[src/rtl/rrld_pkg.sv]
// Shared constants, register codes and helpers for the leak detector.
// No dependencies.
package rrld_pkg;

    localparam int SAMPLE_BITS_DEF   = 24;
    localparam int COUNT_BITS_DEF    = 16;
    localparam int FRACTION_BITS_DEF = 16;

    localparam int HIT_BITS       = 16;
    localparam int HIT_THR_BITS   = 16;
    localparam int SLOPE_THR_BITS = 24;
    localparam int TOL_BITS       = 10;
    localparam int CFG_ADDR_BITS  = 4;
    localparam int CFG_DATA_BITS  = 32;
    localparam int PERMILLE       = 1000;

    localparam logic [HIT_THR_BITS-1:0]   HIT_THR_RST   = 16'd20;
    localparam logic [SLOPE_THR_BITS-1:0] SLOPE_THR_RST = 24'd200;
    localparam logic [TOL_BITS-1:0]       TOL_RST       = 10'd100;

    typedef enum logic [1:0] {
        REG_HIT_THR   = 2'd0,
        REG_SLOPE_THR = 2'd1,
        REG_TOL       = 2'd2
    } t_reg_idx;

    function automatic int max2(input int a, input int b);
        return (a > b) ? a : b;
    endfunction

endpackage

[src/rtl/rrld_if.sv]
// Valid/ready channel interfaces for the leak detector.
// Depends on rrld_pkg for default widths.
interface rrld_in_if import rrld_pkg::*; #(
    parameter int SAMPLE_BITS = SAMPLE_BITS_DEF
);
    logic                   valid;
    logic                   ready;
    logic [SAMPLE_BITS-1:0] usage_sample;

    modport source(output valid, output usage_sample, input ready);
    modport sink(input valid, input usage_sample, output ready);
endinterface

interface rrld_out_if import rrld_pkg::*; #(
    parameter int SAMPLE_BITS   = SAMPLE_BITS_DEF,
    parameter int FRACTION_BITS = FRACTION_BITS_DEF
);
    logic                                   valid;
    logic                                   ready;
    logic                                   leak_warning;
    logic [SAMPLE_BITS-1:0]                 predicted_next;
    logic signed [SAMPLE_BITS+FRACTION_BITS:0] slope_q16;
    logic [HIT_BITS-1:0]                    hit_count;
    logic                                   count_saturated;

    modport source(output valid, output leak_warning, output predicted_next,
                   output slope_q16, output hit_count, output count_saturated,
                   input ready);
    modport sink(input valid, input leak_warning, input predicted_next,
                 input slope_q16, input hit_count, input count_saturated,
                 output ready);
endinterface

[src/rtl/rrld_mul.sv]
// Serial shift-add multiplier: one multiplier bit per cycle, early stop.
// No dependencies; product is taken modulo 2^P_W (A may be sign-extended).
module rrld_mul #(
    parameter int P_W = 8,
    parameter int B_W = 8
) (
    input  logic           i_clk,
    input  logic           i_rst_n,
    input  logic           i_start,
    input  logic [P_W-1:0] i_a,
    input  logic [B_W-1:0] i_b,
    output logic           o_done,
    output logic [P_W-1:0] o_p
);
    logic           r_busy, n_busy;
    logic           r_done, n_done;
    logic [P_W-1:0] r_a, n_a;
    logic [B_W-1:0] r_b, n_b;
    logic [P_W-1:0] r_acc, n_acc;

    always_comb begin
        n_busy = r_busy;
        n_done = 1'b0;
        n_a    = r_a;
        n_b    = r_b;
        n_acc  = r_acc;
        if (i_start) begin
            n_busy = 1'b1;
            n_a    = i_a;
            n_b    = i_b;
            n_acc  = '0;
        end else if (r_busy) begin
            if (r_b == '0) begin
                n_busy = 1'b0;
                n_done = 1'b1;
            end else begin
                if (r_b[0]) begin
                    n_acc = r_acc + r_a;
                end
                n_a = r_a << 1;
                n_b = r_b >> 1;
            end
        end
    end

    always_ff @(posedge i_clk) begin
        if (!i_rst_n) begin
            r_busy <= 1'b0;
            r_done <= 1'b0;
        end else begin
            r_busy <= n_busy;
            r_done <= n_done;
        end
        r_a   <= n_a;
        r_b   <= n_b;
        r_acc <= n_acc;
    end

    assign o_done = r_done;
    assign o_p    = r_acc;
endmodule

[src/rtl/rrld_div.sv]
// Restoring divider: one quotient bit per cycle, P_W steps.
// No dependencies; unsigned numerator and nonzero unsigned denominator.
module rrld_div #(
    parameter int P_W = 8
) (
    input  logic           i_clk,
    input  logic           i_rst_n,
    input  logic           i_start,
    input  logic [P_W-1:0] i_num,
    input  logic [P_W-1:0] i_den,
    output logic           o_done,
    output logic [P_W-1:0] o_q
);
    localparam int CNT_W = $clog2(P_W + 1);

    logic             r_busy, n_busy;
    logic             r_done, n_done;
    logic [CNT_W-1:0] r_cnt, n_cnt;
    logic [P_W-1:0]   r_q, n_q;
    logic [P_W-1:0]   r_rem, n_rem;
    logic [P_W-1:0]   r_den, n_den;
    logic [P_W:0]     trial;
    logic [P_W:0]     diff;

    assign trial = {r_rem, r_q[P_W-1]};
    assign diff  = trial - {1'b0, r_den};

    always_comb begin
        n_busy = r_busy;
        n_done = 1'b0;
        n_cnt  = r_cnt;
        n_q    = r_q;
        n_rem  = r_rem;
        n_den  = r_den;
        if (i_start) begin
            n_busy = 1'b1;
            n_cnt  = CNT_W'(P_W);
            n_q    = i_num;
            n_rem  = '0;
            n_den  = i_den;
        end else if (r_busy) begin
            if (r_cnt == '0) begin
                n_busy = 1'b0;
                n_done = 1'b1;
            end else begin
                n_cnt = r_cnt - 1'b1;
                if (!diff[P_W]) begin
                    n_rem = diff[P_W-1:0];
                    n_q   = {r_q[P_W-2:0], 1'b1};
                end else begin
                    n_rem = trial[P_W-1:0];
                    n_q   = {r_q[P_W-2:0], 1'b0};
                end
            end
        end
    end

    always_ff @(posedge i_clk) begin
        if (!i_rst_n) begin
            r_busy <= 1'b0;
            r_done <= 1'b0;
            r_cnt  <= '0;
        end else begin
            r_busy <= n_busy;
            r_done <= n_done;
            r_cnt  <= n_cnt;
        end
        r_q   <= n_q;
        r_rem <= n_rem;
        r_den <= n_den;
    end

    assign o_done = r_done;
    assign o_q    = r_q;
endmodule

[src/rtl/running_regression_leak_detector.sv]
// Running least-squares leak detector: sequencer, sums, hit check, outputs.
// Depends on rrld_pkg, rrld_if.sv, rrld_mul and rrld_div.
//
//  channel    dir  handshake            payload
//  i_sample   in   valid/ready          usage_sample
//  o_result   out  valid/ready          leak_warning, predicted_next,
//                                       slope_q16, hit_count, count_saturated
//  apb        in   psel/penable/pwrite  paddr, pwdata -> prdata
//
// One sample is in work at a time. Sequencing steps are accept, sum update and
// result load; each serial multiply stops early once its multiplier operand is
// used up, and each restoring divide works at the width W (W = SAMPLE_BITS
// + 3*COUNT_BITS + max(COUNT_BITS+2, FRACTION_BITS) + 1, 91 at default widths).
// With a prediction: ten multiplies and three divides; a zero denominator stops
// after the sums. Synchronous active-low reset clears count, sums, prediction,
// slope, hits, warning and output valid and loads the config registers with their
// defaults; no clearing pass. A new sample is taken while the previous result
// waits on o_result; the next result then waits for the slot.
module running_regression_leak_detector import rrld_pkg::*; #(
    parameter int SAMPLE_BITS   = SAMPLE_BITS_DEF,
    parameter int COUNT_BITS    = COUNT_BITS_DEF,
    parameter int FRACTION_BITS = FRACTION_BITS_DEF
) (
    input  logic                     i_clk,
    input  logic                     i_rst_n,
    input  logic                     psel,
    input  logic                     penable,
    input  logic                     pwrite,
    input  logic [CFG_ADDR_BITS-1:0] paddr,
    input  logic [CFG_DATA_BITS-1:0] pwdata,
    output logic [CFG_DATA_BITS-1:0] prdata,
    output logic                     pready,
    rrld_in_if.sink                  i_sample,
    rrld_out_if.source               o_result
);
    localparam int SLOPE_BITS = SAMPLE_BITS + FRACTION_BITS + 1;
    localparam int SX_W  = 2 * COUNT_BITS;
    localparam int SY_W  = SAMPLE_BITS + COUNT_BITS;
    localparam int SXX_W = 3 * COUNT_BITS;
    localparam int SXY_W = SAMPLE_BITS + 2 * COUNT_BITS;
    // working width: holds an << F and an*(N+1) + bn with sign
    localparam int W = SAMPLE_BITS + 3 * COUNT_BITS
                       + max2(COUNT_BITS + 2, FRACTION_BITS) + 1;
    localparam int MB_W = max2(max2(SY_W, SX_W), TOL_BITS);
    localparam int CMP_W = max2(SLOPE_BITS, SLOPE_THR_BITS + FRACTION_BITS) + 1;

    localparam logic [W-1:0] SLOPE_LIM = W'(1) << (SLOPE_BITS - 1);
    localparam logic [W-1:0] SAMPLE_MAX_W = (W'(1) << SAMPLE_BITS) - W'(1);
    localparam logic signed [SLOPE_BITS-1:0] SLOPE_MAX = {1'b0, {(SLOPE_BITS-1){1'b1}}};
    localparam logic signed [SLOPE_BITS-1:0] SLOPE_MIN = {1'b1, {(SLOPE_BITS-1){1'b0}}};

    typedef enum logic [2:0] {
        S_IDLE, S_UPD, S_RUN, S_WAIT, S_OUT
    } t_state;

    // serial operation steps, in issue order
    typedef enum logic [3:0] {
        OP_TOLM, OP_TOLD, OP_XX, OP_XY, OP_D1, OP_D2, OP_A1, OP_A2,
        OP_B1, OP_B2, OP_SD, OP_PM, OP_PD
    } t_op;

    t_state r_state, n_state;
    t_op    r_op, n_op;

    // configuration
    logic [HIT_THR_BITS-1:0]   r_hthr, n_hthr;
    logic [SLOPE_THR_BITS-1:0] r_sthr, n_sthr;
    logic [TOL_BITS-1:0]       r_tol, n_tol;

    // detector state
    logic [COUNT_BITS-1:0]        r_count, n_count;
    logic [SX_W-1:0]              r_sx, n_sx;
    logic [SY_W-1:0]              r_sy, n_sy;
    logic [SXX_W-1:0]             r_sxx, n_sxx;
    logic [SXY_W-1:0]             r_sxy, n_sxy;
    logic [SAMPLE_BITS-1:0]       r_pred, n_pred;
    logic signed [SLOPE_BITS-1:0] r_slope, n_slope;
    logic [HIT_BITS-1:0]          r_hits, n_hits;
    logic                         r_warn, n_warn;

    // per-sample working registers
    logic [SAMPLE_BITS-1:0] r_y, n_y;
    logic [W-1:0]           r_t, n_t;
    logic [W-1:0]           r_d, n_d;
    logic [W-1:0]           r_an, n_an;
    logic [W-1:0]           r_bn, n_bn;

    // output register
    logic                         r_out_valid, n_out_valid;
    logic                         r_o_warn, n_o_warn;
    logic [SAMPLE_BITS-1:0]       r_o_pred, n_o_pred;
    logic signed [SLOPE_BITS-1:0] r_o_slope, n_o_slope;
    logic [HIT_BITS-1:0]          r_o_hits, n_o_hits;
    logic                         r_o_sat, n_o_sat;

    // shared units
    logic           mul_start, mul_done, div_start, div_done, is_div;
    logic [W-1:0]   mul_a, mul_p, div_num, div_den, div_q;
    logic [MB_W-1:0] mul_b;

    logic           in_acc, cfg_wr;
    t_reg_idx       cfg_idx;
    logic [COUNT_BITS-1:0] x_next;
    logic [W-1:0]   an_mag, t_mag, pred_w, y_w, lo_w, hi_w, d_new;
    logic           hit;
    logic [HIT_BITS-1:0] hits_inc;
    logic signed [CMP_W-1:0] slope_c;
    logic [CMP_W-1:0] thr_c;

    assign pready   = 1'b1;
    assign cfg_wr   = psel && penable && pwrite;
    assign cfg_idx  = t_reg_idx'(paddr[CFG_ADDR_BITS-1:2]);
    assign in_acc   = i_sample.valid && i_sample.ready;
    assign i_sample.ready = (r_state == S_IDLE);

    always_comb begin
        case (cfg_idx)
            REG_HIT_THR:   prdata = CFG_DATA_BITS'(r_hthr);
            REG_SLOPE_THR: prdata = CFG_DATA_BITS'(r_sthr);
            REG_TOL:       prdata = CFG_DATA_BITS'(r_tol);
            default:       prdata = '0;
        endcase
    end

    assign x_next = r_count + 1'b1;
    assign an_mag = r_an[W-1] ? (~r_an + 1'b1) : r_an;
    assign t_mag  = r_t[W-1] ? (~r_t + 1'b1) : r_t;
    assign is_div = (r_op == OP_TOLD) || (r_op == OP_SD) || (r_op == OP_PD);
    assign mul_start = (r_state == S_RUN) && !is_div;
    assign div_start = (r_state == S_RUN) && is_div;

    // operand select per step
    always_comb begin
        mul_a   = '0;
        mul_b   = '0;
        div_num = '0;
        div_den = r_d;
        case (r_op)
            OP_TOLM: begin mul_a = W'(r_pred); mul_b = MB_W'(r_tol); end
            OP_TOLD: begin div_num = r_t; div_den = W'(PERMILLE); end
            OP_XX:   begin mul_a = W'(r_count); mul_b = MB_W'(r_count); end
            OP_XY:   begin mul_a = W'(r_y); mul_b = MB_W'(r_count); end
            OP_D1:   begin mul_a = W'(r_sxx); mul_b = MB_W'(r_count); end
            OP_D2:   begin mul_a = W'(r_sx); mul_b = MB_W'(r_sx); end
            OP_A1:   begin mul_a = W'(r_sxy); mul_b = MB_W'(r_count); end
            OP_A2:   begin mul_a = W'(r_sy); mul_b = MB_W'(r_sx); end
            OP_B1:   begin mul_a = W'(r_sxx); mul_b = MB_W'(r_sy); end
            OP_B2:   begin mul_a = W'(r_sxy); mul_b = MB_W'(r_sx); end
            OP_SD:   begin div_num = an_mag << FRACTION_BITS; end
            OP_PM:   begin mul_a = r_an; mul_b = MB_W'(r_count) + 1'b1; end
            OP_PD:   begin div_num = t_mag; end
            default: begin mul_a = '0; end
        endcase
    end

    // hit window around the old prediction; err comes from the divider
    assign pred_w   = W'(r_pred);
    assign y_w      = W'(r_y);
    assign lo_w     = (pred_w > div_q) ? (pred_w - div_q) : '0;
    assign hi_w     = pred_w + div_q;
    assign hit      = (y_w >= lo_w) && (y_w <= hi_w);
    assign hits_inc = (r_hits != '1) ? (r_hits + 1'b1) : r_hits;
    assign slope_c  = CMP_W'(r_slope);
    assign thr_c    = CMP_W'(r_sthr) << FRACTION_BITS;
    assign d_new    = r_t - mul_p;

    always_comb begin
        n_state = r_state;
        n_op    = r_op;
        n_hthr  = r_hthr;
        n_sthr  = r_sthr;
        n_tol   = r_tol;
        n_count = r_count;
        n_sx    = r_sx;
        n_sy    = r_sy;
        n_sxx   = r_sxx;
        n_sxy   = r_sxy;
        n_pred  = r_pred;
        n_slope = r_slope;
        n_hits  = r_hits;
        n_warn  = r_warn;
        n_y     = r_y;
        n_t     = r_t;
        n_d     = r_d;
        n_an    = r_an;
        n_bn    = r_bn;
        n_out_valid = r_out_valid;
        n_o_warn  = r_o_warn;
        n_o_pred  = r_o_pred;
        n_o_slope = r_o_slope;
        n_o_hits  = r_o_hits;
        n_o_sat   = r_o_sat;

        if (cfg_wr) begin
            case (cfg_idx)
                REG_HIT_THR:   n_hthr = pwdata[HIT_THR_BITS-1:0];
                REG_SLOPE_THR: n_sthr = pwdata[SLOPE_THR_BITS-1:0];
                REG_TOL:       n_tol  = pwdata[TOL_BITS-1:0];
                default:       n_hthr = r_hthr;
            endcase
        end

        if (r_out_valid && o_result.ready) begin
            n_out_valid = 1'b0;
        end

        case (r_state)
            S_IDLE: begin
                if (in_acc) begin
                    n_y = i_sample.usage_sample;
                    if (r_pred != '0) begin
                        n_op    = OP_TOLM;
                        n_state = S_RUN;
                    end else begin
                        n_state = S_UPD;
                    end
                end
            end
            S_UPD: begin
                if (r_count != '1) begin
                    n_count = x_next;
                    n_sx    = r_sx + SX_W'(x_next);
                    n_sy    = r_sy + SY_W'(r_y);
                    n_op    = OP_XX;
                    n_state = S_RUN;
                end else begin
                    n_state = S_OUT;
                end
            end
            S_RUN: begin
                n_state = S_WAIT;
            end
            S_WAIT: begin
                if (mul_done || div_done) begin
                    n_state = S_RUN;
                    case (r_op)
                        OP_TOLM: begin n_t = mul_p; n_op = OP_TOLD; end
                        OP_TOLD: begin
                            if (hit) begin
                                n_hits = hits_inc;
                                if ((hits_inc > r_hthr) && (slope_c > $signed(thr_c))) begin
                                    n_warn = 1'b1;
                                end
                            end else begin
                                n_hits = '0;
                                n_warn = 1'b0;
                            end
                            n_state = S_UPD;
                        end
                        OP_XX: begin n_sxx = r_sxx + mul_p[SXX_W-1:0]; n_op = OP_XY; end
                        OP_XY: begin n_sxy = r_sxy + mul_p[SXY_W-1:0]; n_op = OP_D1; end
                        OP_D1: begin n_t = mul_p; n_op = OP_D2; end
                        OP_D2: begin
                            n_d = d_new;
                            // zero or negative denominator: slope and prediction keep
                            if ((d_new == '0) || d_new[W-1]) begin
                                n_state = S_OUT;
                            end else begin
                                n_op = OP_A1;
                            end
                        end
                        OP_A1: begin n_t = mul_p; n_op = OP_A2; end
                        OP_A2: begin n_an = d_new; n_op = OP_B1; end
                        OP_B1: begin n_t = mul_p; n_op = OP_B2; end
                        OP_B2: begin n_bn = d_new; n_op = OP_SD; end
                        OP_SD: begin
                            if (div_q >= SLOPE_LIM) begin
                                n_slope = r_an[W-1] ? SLOPE_MIN : SLOPE_MAX;
                            end else if (r_an[W-1]) begin
                                n_slope = -$signed(div_q[SLOPE_BITS-1:0]);
                            end else begin
                                n_slope = $signed(div_q[SLOPE_BITS-1:0]);
                            end
                            n_op = OP_PM;
                        end
                        OP_PM: begin n_t = mul_p + r_bn; n_op = OP_PD; end
                        OP_PD: begin
                            if (r_t[W-1]) begin
                                n_pred = '0;
                            end else if (div_q > SAMPLE_MAX_W) begin
                                n_pred = '1;
                            end else begin
                                n_pred = div_q[SAMPLE_BITS-1:0];
                            end
                            n_state = S_OUT;
                        end
                        default: n_state = S_OUT;
                    endcase
                end
            end
            S_OUT: begin
                if (!r_out_valid || o_result.ready) begin
                    n_out_valid = 1'b1;
                    n_o_warn    = r_warn;
                    n_o_pred    = r_pred;
                    n_o_slope   = r_slope;
                    n_o_hits    = r_hits;
                    n_o_sat     = (r_count == '1);
                    n_state     = S_IDLE;
                end
            end
            default: n_state = S_IDLE;
        endcase
    end

    always_ff @(posedge i_clk) begin
        if (!i_rst_n) begin
            r_state     <= S_IDLE;
            r_op        <= OP_TOLM;
            r_hthr      <= HIT_THR_RST;
            r_sthr      <= SLOPE_THR_RST;
            r_tol       <= TOL_RST;
            r_count     <= '0;
            r_sx        <= '0;
            r_sy        <= '0;
            r_sxx       <= '0;
            r_sxy       <= '0;
            r_pred      <= '0;
            r_slope     <= '0;
            r_hits      <= '0;
            r_warn      <= 1'b0;
            r_out_valid <= 1'b0;
        end else begin
            r_state     <= n_state;
            r_op        <= n_op;
            r_hthr      <= n_hthr;
            r_sthr      <= n_sthr;
            r_tol       <= n_tol;
            r_count     <= n_count;
            r_sx        <= n_sx;
            r_sy        <= n_sy;
            r_sxx       <= n_sxx;
            r_sxy       <= n_sxy;
            r_pred      <= n_pred;
            r_slope     <= n_slope;
            r_hits      <= n_hits;
            r_warn      <= n_warn;
            r_out_valid <= n_out_valid;
        end
        r_y       <= n_y;
        r_t       <= n_t;
        r_d       <= n_d;
        r_an      <= n_an;
        r_bn      <= n_bn;
        r_o_warn  <= n_o_warn;
        r_o_pred  <= n_o_pred;
        r_o_slope <= n_o_slope;
        r_o_hits  <= n_o_hits;
        r_o_sat   <= n_o_sat;
    end

    rrld_mul #(.P_W(W), .B_W(MB_W)) u_mul (
        .i_clk   (i_clk),
        .i_rst_n (i_rst_n),
        .i_start (mul_start),
        .i_a     (mul_a),
        .i_b     (mul_b),
        .o_done  (mul_done),
        .o_p     (mul_p)
    );

    rrld_div #(.P_W(W)) u_div (
        .i_clk   (i_clk),
        .i_rst_n (i_rst_n),
        .i_start (div_start),
        .i_num   (div_num),
        .i_den   (div_den),
        .o_done  (div_done),
        .o_q     (div_q)
    );

    assign o_result.valid           = r_out_valid;
    assign o_result.leak_warning    = r_o_warn;
    assign o_result.predicted_next  = r_o_pred;
    assign o_result.slope_q16       = r_o_slope;
    assign o_result.hit_count       = r_o_hits;
    assign o_result.count_saturated = r_o_sat;
endmodule

[src/flat_wrapper.sv]
// flat-port wrapper written by rule: the top's interface ports become plain ports
module running_regression_leak_detector_flat import rrld_pkg::*;
#(
    parameter int SAMPLE_BITS   = SAMPLE_BITS_DEF,
    parameter int COUNT_BITS    = COUNT_BITS_DEF,
    parameter int FRACTION_BITS = FRACTION_BITS_DEF
)
  (i_clk, i_rst_n, psel, penable, pwrite, paddr, pwdata, prdata, pready, i_sample_valid, i_sample_usage_sample, i_sample_ready, o_result_valid, o_result_leak_warning, o_result_predicted_next, o_result_slope_q16, o_result_hit_count, o_result_count_saturated, o_result_ready);
  rrld_in_if #(.SAMPLE_BITS(SAMPLE_BITS)) i_sample_i ();
  rrld_out_if #(.SAMPLE_BITS(SAMPLE_BITS), .FRACTION_BITS(FRACTION_BITS)) o_result_i ();
  input  logic i_clk;
  input  logic i_rst_n;
  input  logic psel;
  input  logic penable;
  input  logic pwrite;
  input  logic [CFG_ADDR_BITS-1:0] paddr;
  input  logic [CFG_DATA_BITS-1:0] pwdata;
  output logic [CFG_DATA_BITS-1:0] prdata;
  output logic pready;
  input wire logic [$bits(i_sample_i.valid)-1:0] i_sample_valid;
  input wire logic [$bits(i_sample_i.usage_sample)-1:0] i_sample_usage_sample;
  output wire logic [$bits(i_sample_i.ready)-1:0] i_sample_ready;
  output wire logic [$bits(o_result_i.valid)-1:0] o_result_valid;
  output wire logic [$bits(o_result_i.leak_warning)-1:0] o_result_leak_warning;
  output wire logic [$bits(o_result_i.predicted_next)-1:0] o_result_predicted_next;
  output wire logic [$bits(o_result_i.slope_q16)-1:0] o_result_slope_q16;
  output wire logic [$bits(o_result_i.hit_count)-1:0] o_result_hit_count;
  output wire logic [$bits(o_result_i.count_saturated)-1:0] o_result_count_saturated;
  input wire logic [$bits(o_result_i.ready)-1:0] o_result_ready;
  assign i_sample_i.valid = i_sample_valid;
  assign i_sample_i.usage_sample = i_sample_usage_sample;
  assign i_sample_ready = i_sample_i.ready;
  assign o_result_valid = o_result_i.valid;
  assign o_result_leak_warning = o_result_i.leak_warning;
  assign o_result_predicted_next = o_result_i.predicted_next;
  assign o_result_slope_q16 = o_result_i.slope_q16;
  assign o_result_hit_count = o_result_i.hit_count;
  assign o_result_count_saturated = o_result_i.count_saturated;
  assign o_result_i.ready = o_result_ready;
  running_regression_leak_detector #(.SAMPLE_BITS(SAMPLE_BITS), .COUNT_BITS(COUNT_BITS), .FRACTION_BITS(FRACTION_BITS)) u_core (.i_clk(i_clk), .i_rst_n(i_rst_n), .psel(psel), .penable(penable), .pwrite(pwrite), .paddr(paddr), .pwdata(pwdata), .prdata(prdata), .pready(pready), .i_sample(i_sample_i), .o_result(o_result_i));
endmodule
[config.mk]
export PLATFORM = sky130hd
export DESIGN_NAME = running_regression_leak_detector_flat
export DESIGN_NICKNAME = d
export VERILOG_FILES = /design/src/rtl/rrld_pkg.sv /design/src/rtl/rrld_if.sv /design/src/rtl/rrld_mul.sv /design/src/rtl/rrld_div.sv /design/src/rtl/running_regression_leak_detector.sv /design/src/flat_wrapper.sv
export SDC_FILE = /design/constraint.sdc
export NUM_CORES = 2
export LEC_CHECK = 0
export BUFFER_PORTS_ARGS = -buffer_cell sky130_fd_sc_hd__buf_2
export CORE_UTILIZATION = 40
export CTS_BUF_LIST = sky130_fd_sc_hd__clkbuf_8 sky130_fd_sc_hd__clkbuf_16
export CTS_CLUSTER_DIAMETER = 80
export CTS_CLUSTER_SIZE = 25
export DETAILED_ROUTE_END_ITERATION = 6
export GPL_TIMING_DRIVEN = 0
export PLACE_DENSITY_LB_ADDON = 0.2
export SLEW_MARGIN = 5
export SYNTH_ARGS = -nofsm -noshare
export SYNTH_HDL_FRONTEND = slang
export SYNTH_SLANG_ARGS = --single-unit
[constraint.sdc]
create_clock -name i_clk -period 5.9 [get_ports i_clk]
set_input_delay 0.295 -clock i_clk [delete_from_list [all_inputs] [get_ports i_clk]]
set_output_delay 0.295 -clock i_clk [all_outputs]
set_load 0.02 [all_outputs]
==> results.py <==
metrics = {
    "synth": {
        "synth-seq-cells": 1309,
        "synthesis.instances": 10900,
        "syn_area_per_cell_um2": 8.39,
        "synthDistinctLibCells": 97,
        "netlist_top_cells_count": "1406 x nand2_1, 1129 x a21oi_1, 826 x o21ai_0, 815 x nor2_1, 784 x edfxtp_1",
        "syn_area_um2": 91800,
        "yosys.area.top_type_share": 0.256,
        "synth_edf_count": 784,
        "synth.area.top_cells": "edfxtp_1 26%, dfxtp_1 11%, ha_1 8.9%",
        "ys_seq_area_frac": 0.371,
        "yosys_warnings": 0,
        "synth_top_flop_cell": "edfxtp_1",
        "yosysTopAreaCell": "edfxtp_1",
        "async_flop_share": 0,
        "yosysMostFrequentCell": "nand2_1",
    },
    "timing": {
        "maxSlewViolCount": 1,
        "finClkSkew_ps": 63.8,
        "whs_ps": 191,
        "setup_tns_ps": -6770,
        "fin_crit_sh": 1.07,
        "rsz0062_at_grt": "yes",
        "maxSlewHeadroom": -0.0000468,
        "worstMarginPinSlew_ps": 1490,
        "timing.fmax_mhz": 158,
        "fin_crit_ps": 6330,
        "hold_violations": 0,
        "final-setup-viol-count": 17,
        "fin_ws_ps": -425,
    },
    "placement": {
        "portBuffers": 165,
        "dp_cells": 14100,
        "placed_area_um2": 97100,
        "dp_slack_ps": -2830,
        "routabilityCongestion": 1.07,
        "hpwlAfterDp_um": 330000,
    },
    "clock_network": {
        "worstSkewPairLatency_ps": 820,
        "cts_tree": "yes",
        "clk_pin_slew_worst_paths_ps": 100,
        "ctsHtreeMaxLevel": 3,
        "clockRootBuffer": "clkbuf_16",
        "cts_buffers": 102,
        "cts_max_path_buffers": 3,
        "cts_sinks": 1309,
    },
    "setup_path": {
        "ff2ff_path_depth": 26,
        "worstPathRequired_ps": 6580,
        "timing.rr.end": "u_core.r_hits[6]",
        "reg2reg_from": "u_core.u_div.o_q[3]",
        "path_class": "flip-flop to flip-flop",
        "cp_max_fo": 5,
        "start_kind": "flip-flop",
        "crit_arrival_ps": 7000,
        "worst-r2r-setup-slack_ps": -430,
        "crit_path_end": "u_core.r_hits[6]",
        "critical_path.startpoint": "u_core.u_div.o_q[3]",
        "end_kind": "flip-flop",
    },
    "floorplanning": {
        "io_pins": 185,
        "core.rowCount": 175,
        "coreArea_um2": 228000,
        "die-area_um2": 231000,
        "die_w_um": 481,
        "die_y_um": 481,
        "start_util": 0.403,
    },
    "power": {
        "switchingPower_mw": 17.7,
        "clkPwrFrac": 0.207,
        "comb_power_share": 0.461,
        "total_power_mw": 38.3,
        "intPower_mw": 20.6,
        "total_leakage_power_nw": 39.6,
        "swShare": 0.463,
        "power.density_nw_per_um2": 371,
        "peakVddDrop_uv": 281,
        "seq_power_share": 0.332,
    },
    "route": {
        "wire_per_inst_um": 28.5,
        "num_vias": 90200,
        "vias_per_cell": 6.24,
        "drtPass1Iterations": 7,
        "drt-total-wl_um": 412000,
        "drc": 6,
        "ant_nets": 0,
        "drt_iter0_drc": 11400,
    },
    "global_route": {
        "track_usage": 0.343,
        "overflow": 0,
        "antenna_found_initial": 47,
        "grt_pass1_wl_um": 582000,
        "grt_start_max_net_pins": 68,
        "grt_pass1_vias": 82300,
    },
    "hold_path": {
        "hold_class": "primary input to flip-flop",
        "min_path_cells": 5,
    },
    "outcome": {
        "status": "finished, violations left",
        "failed_checks": "design-rule violations, max-capacitance violations, max-slew violations, negative setup slack",
    },
    "final_layout": {
        "stdcell_area_um2": 103000,
        "nets": 12100,
        "regArea_um2": 34100,
        "fillCellCount": 22500,
        "drive_above_1_share": 0.0711,
        "final_util": 0.453,
        "multi_input_area_um2": 55000,
        "instances_no_fill": 14400,
        "area_growth_pct": 12.3,
    },
    "run": {
        "maxCapViolCount": 3,
    },
}
==> metal layers <==
layer  track usage  wire (um)  vias to the layer above
li1              -          -                    40800
met1         0.477     175000                    43900
met2         0.520     176000                     4772
met3        0.0632      42700                      761
met4         0.140      18900                       10
met5             0         80                        -
==> worst min-delay path by stage <==
stage	to	slack (ps)	startpoint
6_report	u_core.r_hthr[1]	190	paddr[2]
5_1_grt	u_core.r_y[3]	190	i_sample_usage_sample[3]
4_1_cts	u_core.r_hthr[1]	130	paddr[2]
3_5_place_dp	u_core.o_result.leak_warning	420	u_core.r_warn
3_3_place_gp	u_core.o_result.leak_warning	420	u_core.r_warn
2_1_floorplan	u_core.r_y[0]	390	i_sample_usage_sample[0]
==> kinds of logic after synthesis <==
family	synth area share
muxes	0.00639
AOI/OAI and AO/OA	0.235
and+or+nand+nor	0.191
xor gates and xnor gates	0.0615
other	0.0000818
adders and majority gates	0.0910
DFF	0.371
buffers and inverters	0.0449
==> sequential cells by signal, summed over array words and instances, names as in the netlist, 24 cells and up <==
name / count
u_core.r_pred: 24
u_core.u_mul.r_b: 40
u_core.r_sy: 40
u_core.r_sxx: 48
u_core.u_div.o_q: 91
u_core.u_mul.o_p: 91
u_core.r_an: 91
u_core.r_sx: 32
u_core.r_t: 91
u_core.o_result.predicted_next: 24
u_core.u_div.r_den: 91
u_core.u_mul.r_a: 91
u_core.r_sxy: 56
u_core.r_slope: 41
u_core.r_d: 91
u_core.r_bn: 91
u_core.u_div.r_rem: 91
u_core.o_result.slope_q16: 41
u_core.r_sthr: 24
u_core.r_y: 24
==> cell usage in the layout, fill, tap and decap left out, types with 32 or more instances in the layout <==
cell	count
nand2_1	1402
a21oi_1	1117
o21ai_0	812
nor2_1	810
edfxtp_1	784
ha_1	639
clkbuf_1	514
dfxtp_1	493
inv_1	448
xnor2_1	340
a21o_1	337
nor3_1	264
xor2_1	244
nand3_1	221
nand4_1	175
buf_2	172
and2_1	151
a211oi_1	137
nand2b_1	119
a31oi_1	104
clkbuf_16	104
a22oi_1	102
o21bai_1	98
and3_1	97
nor4_1	97
nor2b_1	92
or3_1	92
o21a_1	81
o31ai_1	74
buf_4	70
o211ai_1	66
mux2i_1	53
a221oi_1	53
dlygate4sd3_1	51
a222oi_1	46
a22o_1	45
or2_2	42
or4_1	41
xnor2_2	38
a21boi_0	32
==> power groups by stage <==
| stage | sequential, mW | clock [mW] | combinational [mW] |
|---|---|---|---|
| 2_1_floorplan | 11.9 | 0 | 10.8 |
| 3_3_place_gp | 12.9 | 0 | 16.1 |
| 3_5_place_dp | 12.8 | 0 | 16.4 |
| 4_1_cts | 12.6 | 8.01 | 16.9 |
| 5_1_grt | 12.7 | 8.31 | 18.8 |
| 6_report | 12.7 | 7.92 | 17.7 |
==> worst max-delay path, stage by stage (launching register included) <==
cell and delay (ps):
edfxtp_1 520, inv_2 170, ha_1 370, inv_1 130, a21oi_4 190, o31ai_4 70
buf_6 140, a211oi_4 300, o211ai_1 280, xnor2_1 330, ha_1 310, nand4_1 140
nor2_2 60, and3_4 160, buf_12 130, a22oi_2 130, nand4_1 160, a2111oi_4 260
o2111ai_2 210, a2111oi_4 280, o2111ai_2 250, nor4_2 330, nand4_1 480, nand2_2 290
nor3_4 90, clkbuf_8 200, a22o_1 170
==> timing repair <==
action	CTS	global route
cloned	2	0
gates resized for setup	231	68
buffers inserted	46	15
pin swaps	39	27
endpoints found under the setup margin	134	119
hold endpoints to repair	76	0
hold buffers	51	0
==> final cells by class <==
type	count	share of cell area
antenna	20	0.000485
buffer	602	0.0238
clock buffer	107	0.0256
clock inverter	85	0.0106
inverter	457	0.0168
multi-input combinational	8561	0.534
sequential	1309	0.331
tap	3009	0.0365
timing repair buffer	297	0.0218
Note: power is estimated with default switching activity, not from simulation.
